### src/rtl/core/rcfa_pkg.sv
`default_nettype none
package rcfa_pkg;

    localparam int FRAMES_DEF     = 4096;
    localparam int COUNT_BITS_DEF = 16;

    localparam int MODE_W   = 3;
    localparam int INDEX_W  = 12;
    localparam int FRAME_W  = 12;
    localparam int STATUS_W = 2;
    localparam int REF_W    = 16;
    localparam int FREE_W   = 13;
    localparam int LIMIT_W  = 13;

    localparam int S_TDATA_W = 16;
    localparam int M_TDATA_W = 48;

    localparam logic [LIMIT_W-1:0] LIMIT_RESET = 13'd4096;

    localparam logic [MODE_W-1:0] MODE_SEED    = 3'd0;
    localparam logic [MODE_W-1:0] MODE_RESERVE = 3'd1;
    localparam logic [MODE_W-1:0] MODE_ALLOC   = 3'd2;
    localparam logic [MODE_W-1:0] MODE_CLAIM   = 3'd3;
    localparam logic [MODE_W-1:0] MODE_RELEASE = 3'd4;

    localparam logic [STATUS_W-1:0] ST_OK      = 2'd0;
    localparam logic [STATUS_W-1:0] ST_EMPTY   = 2'd1;
    localparam logic [STATUS_W-1:0] ST_INVALID = 2'd2;
    localparam logic [STATUS_W-1:0] ST_UNREF   = 2'd3;

    typedef struct packed {
        logic clr;
        logic load;
        logic eval;
        logic push;
        logic finish;
    } t_dp_cmd;

    typedef struct packed {
        logic clr_last;
        logic early_fail;
        logic need_push;
        logic out_free;
    } t_dp_sts;

endpackage
`default_nettype wire

### src/rtl/core/rcfa_ctrl.sv
`default_nettype none
module rcfa_ctrl
    import rcfa_pkg::*;
(
    input  wire logic    i_clk,
    input  wire logic    i_rst_n,
    input  wire logic    i_s_axis_tvalid,
    output logic         o_s_axis_tready,
    input  wire t_dp_sts i_sts,
    output t_dp_cmd      o_cmd
);

    typedef enum logic [5:0] {
        S_CLR  = 6'b000001,
        S_IDLE = 6'b000010,
        S_RD   = 6'b000100,
        S_EV   = 6'b001000,
        S_PSH  = 6'b010000,
        S_DONE = 6'b100000
    } t_state;

    t_state r_state;
    t_state n_state;

    always_ff @(posedge i_clk) begin
        if (!i_rst_n) begin
            r_state <= S_CLR;
        end else begin
            r_state <= n_state;
        end
    end

    always_comb begin
        n_state         = r_state;
        o_cmd           = '0;
        o_s_axis_tready = 1'b0;
        case (r_state)
            S_CLR: begin
                o_cmd.clr = 1'b1;
                if (i_sts.clr_last) begin
                    n_state = S_IDLE;
                end
            end
            S_IDLE: begin
                o_s_axis_tready = 1'b1;
                if (i_s_axis_tvalid) begin
                    o_cmd.load = 1'b1;
                    n_state    = i_sts.early_fail ? S_DONE : S_RD;
                end
            end
            S_RD: begin
                n_state = S_EV;
            end
            S_EV: begin
                o_cmd.eval = 1'b1;
                n_state    = i_sts.need_push ? S_PSH : S_DONE;
            end
            S_PSH: begin
                o_cmd.push = 1'b1;
                n_state    = S_DONE;
            end
            S_DONE: begin
                if (i_sts.out_free) begin
                    o_cmd.finish = 1'b1;
                    n_state      = S_IDLE;
                end
            end
            default: begin
                n_state = S_CLR;
            end
        endcase
    end

endmodule
`default_nettype wire

### config.mk
export PLATFORM = sky130hd
export DESIGN_NAME = rcfa_ctrl
export DESIGN_NICKNAME = d
export VERILOG_FILES = /design/src/rtl/core/rcfa_pkg.sv /design/src/rtl/core/rcfa_ctrl.sv
export SDC_FILE = /design/constraint.sdc
export NUM_CORES = 1
export LEC_CHECK = 0
export ABC_AREA = 1
export BUFFER_PORTS_ARGS = -buffer_cell sky130_fd_sc_hd__buf_2
export CAP_MARGIN = 30
export CORE_UTILIZATION = 30
export CTS_BUF_LIST = sky130_fd_sc_hd__clkbuf_16
export DETAILED_ROUTE_END_ITERATION = 12
export PLACE_DENSITY = 0.6
export SLEW_MARGIN = 20
export SYNTH_ARGS = -nofsm -noshare
export SYNTH_HDL_FRONTEND = slang
export SYNTH_SLANG_ARGS = --single-unit
export TNS_END_PERCENT = 1
### constraint.sdc
create_clock -name i_clk -period 1.35 [get_ports i_clk]
set_input_delay 0.3375 -clock i_clk [delete_from_list [all_inputs] [get_ports i_clk]]
set_output_delay 0.3375 -clock i_clk [all_outputs]
set_load 0.005 [all_outputs]
==> results.txt <==
----------------------------------------------------
[Run status]
  Status ... finished, violations left
  Failing checks ... negative setup slack

[Logic synthesis]
  Sequential share of the synthesized area ... 29.8%
  Largest family of logic cells by synthesized area ... simple AND/OR/NAND/NOR gates
  Share of cell area taken by muxes after synthesis ... 0%
  Cells after Synth ... 59
  Xor-xnor portion of the synthesized cell area ... 0%
  Share of synthesized cell area in full adder, half adder and majority cells ... 0%
  Average footprint of a synthesized cell ... 6.83 um^2
  Synth Net Count ... 66
  Unique cell type count in the Yosys netlist ... 17
  Post-Synthesis Cell Area ... 403 um^2
  Register bit total from synthesis ... 6
  Compound-gate portion of the synthesized area ... 1.24%
  Number of warnings printed during yosys synthesis ... 0
  Post-Synth Simple-Gate Area ... 55.0%

[Clock tree]
  Clock buffer depth ... 2
  H-Tree Depth ... 1
  Clock insertion delay at the later pin of the skew report ... 0.23 ns
  Hold buffer count at CTS ... 0
  Clock tree from TritonCTS ... yes
  Clock root buffer ... clkbuf_16
  Number of buffers created by CTS ... 3
  Number of sinks handled by clock tree synthesis ... 6
  Clock slew at the register clock pins of the worst setup and hold paths ... 0.03 ns

[Global routing]
  Remaining global-route overflow ... 0
  GRT Overall Usage ... 16.0%
  Antenna violations before repair ... 0
  Wire length of the first global-routing pass ... 1570 um
  Pin count of the biggest net entering global routing ... 9
  Vias in the first global route ... 394

[Timing]
  Finish-stage setup viols ... 6
  Hold Violations, Final ... 0
  Tmin final ... 1.45 ns
  Setup repair after global routing missed its margin ... yes
  Post-Route Setup TNS ... -0.430 ns
  Number of max-slew violations in the final report ... 0
  Slew of the pin with the lowest slew margin ... 0.205 ns
  Achievable clock frequency ... 0.689 GHz
  Period utilization ... 108%
  Crit path setup slack, layout ... -0.102 ns
  Max_slew headroom ... 86.3%
  WHS ... 0.325 ns
  Setup skew after layout ... 0.00310 ns

[Finish]
  Commonest cells after routing, fill and taps aside ... 11 x inv_1, 11 x buf_2, 7 x nor2_1
  Area Overhead vs Synth ... 64.0%
  Multi-input gate area in the final layout ... 265 um^2
  Diode insertion count for antenna repair ... 0
  Fraction of the core area covered by cells at the end of the flow ... 56.4%
  Reg with most FFs ... r_state
  FF+latch area ... 135 um^2
  Number of flip-flops under the largest register name ... 6
  Largest registers ... r_state: 6 flops
  Share of cells above drive strength 1 ... 58.8%
  Net count of the finished layout ... 89
  Final instance area ... 661 um^2
  Filler cell count ... 112

[Detailed routing]
  Met2 wire length ... 544 um
  Via count ... 451
  Average wire length per cell after detail routing ... 11.6 um
  Highest metal layer with signal wires ... met4
  First-pass DRT Iterations ... 4
  Met3 Routed Length ... 55 um
  Antenna-violating nets left ... 0
  Number of remaining DRC errors ... 0
  Via-to-Cell Ratio ... 4.80
  Metal1 wirelength ... 453 um
  Initial DRC Count ... 14
  Total detailed-routing wirelength ... 1090 um

[Flow run]
  Max-capacitance violation count ... 0

[Power and ir drop]
  Power per unit of standard cell area ... 1400 mW/mm^2
  Switching fraction of total power ... 27.5%
  Int Pwr ... 0.000673 W
  Switching power summed over all nets ... 0.000255 W
  Leakage power ... 0.355 nW
  Portion of total power attributed to sequential cells ... 24.6%
  Logic pwr share ... 23.7%
  Max rail drop VDD ... 0.000961 V
  Clock network fraction of design power ... 51.6%

[Floorplan]
  Starting density of the core ... 34.4%
  Die Span X ... 38.6 um
  Core Region ... 0.00117 mm^2
  Count of pins on the block boundary ... 13
  Die boundary height ... 38.6 um
  Overall die area ... 0.00149 mm^2
  Number of rows created at floorplan ... 12

[Worst setup path]
  Slowest stage cell, crit path ... dfxtp_2
  Origin of the critical flop-to-flop path ... r_state[5]
  Largest fanout on the critical path ... 6
  End point of the critical path ... o_cmd[1]
  Critical setup path kind ... reg2out
  R2r worst-path depth ... 7
  Critical path arrival ... 1.11 ns
  Instance count on the critical path ... 5
  CP Cell Sequence ... nor2_4 > and2_4 > nand2_4 > inv_2 > buf_6
  Reg-to-reg slack, setup ... 0.01 ns
  Crit path largest cell delay ... 0.33 ns
  Kind of cell with the highest combined delay on the critical path ... simple AND/OR/NAND/NOR gates
  R2R Path End ... r_state[5]
  Number of buffer and inverter instances along the worst setup path ... 2
  Crit path required time ... 1.01 ns
  Worst setup EP type ... primary output
  Sort of element at the start of the critical path ... flop
  Critical Path Start ... r_state[2]

[Place]
  Setup WS pre-CTS ... 0.0931 ns
  PortBufs ... 12
  Placer congestion estimate ... 0.762
  Half-perimeter wire length after placement ... 695 um
  DP Area ... 480 um^2

[Hold path]
  Hold/Removal Path Class ... in2reg

----------------------------------------------------
-- worst min-delay path by stage --
stage / end / from / cells past startpoint / slack (ns)
3_3_place_gp: r_state[0] / i_rst_n / 2 / 0.56
6_report: r_state[0] / i_rst_n / 2 / 0.32
4_1_cts: r_state[0] / i_rst_n / 2 / 0.33
2_1_floorplan: r_state[0] / i_rst_n / 1 / 0.42
5_1_grt: r_state[0] / i_rst_n / 2 / 0.34
3_5_place_dp: r_state[3] / r_state[2] / 2 / 0.55
-- stage by stage --
stage / power (W) / cells
floorplan: 0.000343 / 59
global placement: 0.000391 / 85
detailed placement: 0.000392 / 85
CTS: 0.000904 / 90
global route: 0.000971 / 94
finish: 0.000928 / 94
-- synthesized netlist by cell type --
cell type / count / area [um^2]
inv_1: 13 / 48.8
nor2_1: 8 / 30.0
dfxtp_1: 6 / 120
nand3_1: 6 / 30.0
nand4_1: 5 / 31.3
nor2_2: 5 / 31.3
nand2_1: 4 / 15.0
inv_2: 2 / 7.51
nor2_4: 2 / 22.5
a21oi_1: 1 / 5.00
and2_1: 1 / 6.26
nand2_4: 1 / 11.3
nand3_2: 1 / 10.0
nand4_2: 1 / 12.5
nor3_1: 1 / 5.00
nor3_2: 1 / 10.0
or2_0: 1 / 6.26
-- metal layers --
layer / vias to the layer above / track usage (%)
met5: - / 0
li1: 230 / -
met2: 17 / 24.6
met3: 6 / 3.47
met4: 0 / 12.9
met1: 198 / 18.7
-- layout make-up --
| type | count | area share (%) |
|---|---|---|
| Clock buffer | 3 | 11.4 |
| Inverter | 15 | 8.52 |
| Multi-Input combinational cell | 38 | 40.2 |
| Sequential cell | 6 | 20.5 |
| Tap cell | 14 | 2.65 |
| Timing Repair Buffer | 18 | 16.9 |
-- worst register-to-register path: stages, from the launching register on --
cell and delay, ns:
dfxtp_4 0.34, nor2_4 0.20, buf_4 0.15, nand4_1 0.15, nand2_1 0.12, inv_2 0.07
a21oi_2 0.15, nor2_1 0.05
-- logic make-up (layout without fill, tap and decap cells) --
group	Yosys count	in the layout
and+or+nand+nor	37	37
buffers and inverters	15	36
DFF	6	6
AOI/OAI and AO/OA	1	1
-- power groups by stage --
| stage | registers (W) | clock network (W) | logic, W |
|---|---|---|---|
| final | 0.000229 | 0.000479 | 0.000220 |
| after global routing | 0.000231 | 0.000501 | 0.000240 |
| after CTS | 0.000225 | 0.000485 | 0.000195 |
| after detailed placement | 0.000215 | 0 | 0.000177 |
| after global placement | 0.000213 | 0 | 0.000177 |
| after floorplan | 0.000211 | 0 | 0.000132 |
-- what timing repair did --
action / 4_1_cts / 5_1_grt
endpoints found under the setup margin: 6 / 6
buffers inserted: 2 / 4
pin swaps: 3 / 8
resized for setup: 12 / 9
endpoints found under the hold margin: 0 / 0
Note: power is estimated with default switching activity, not from simulation.
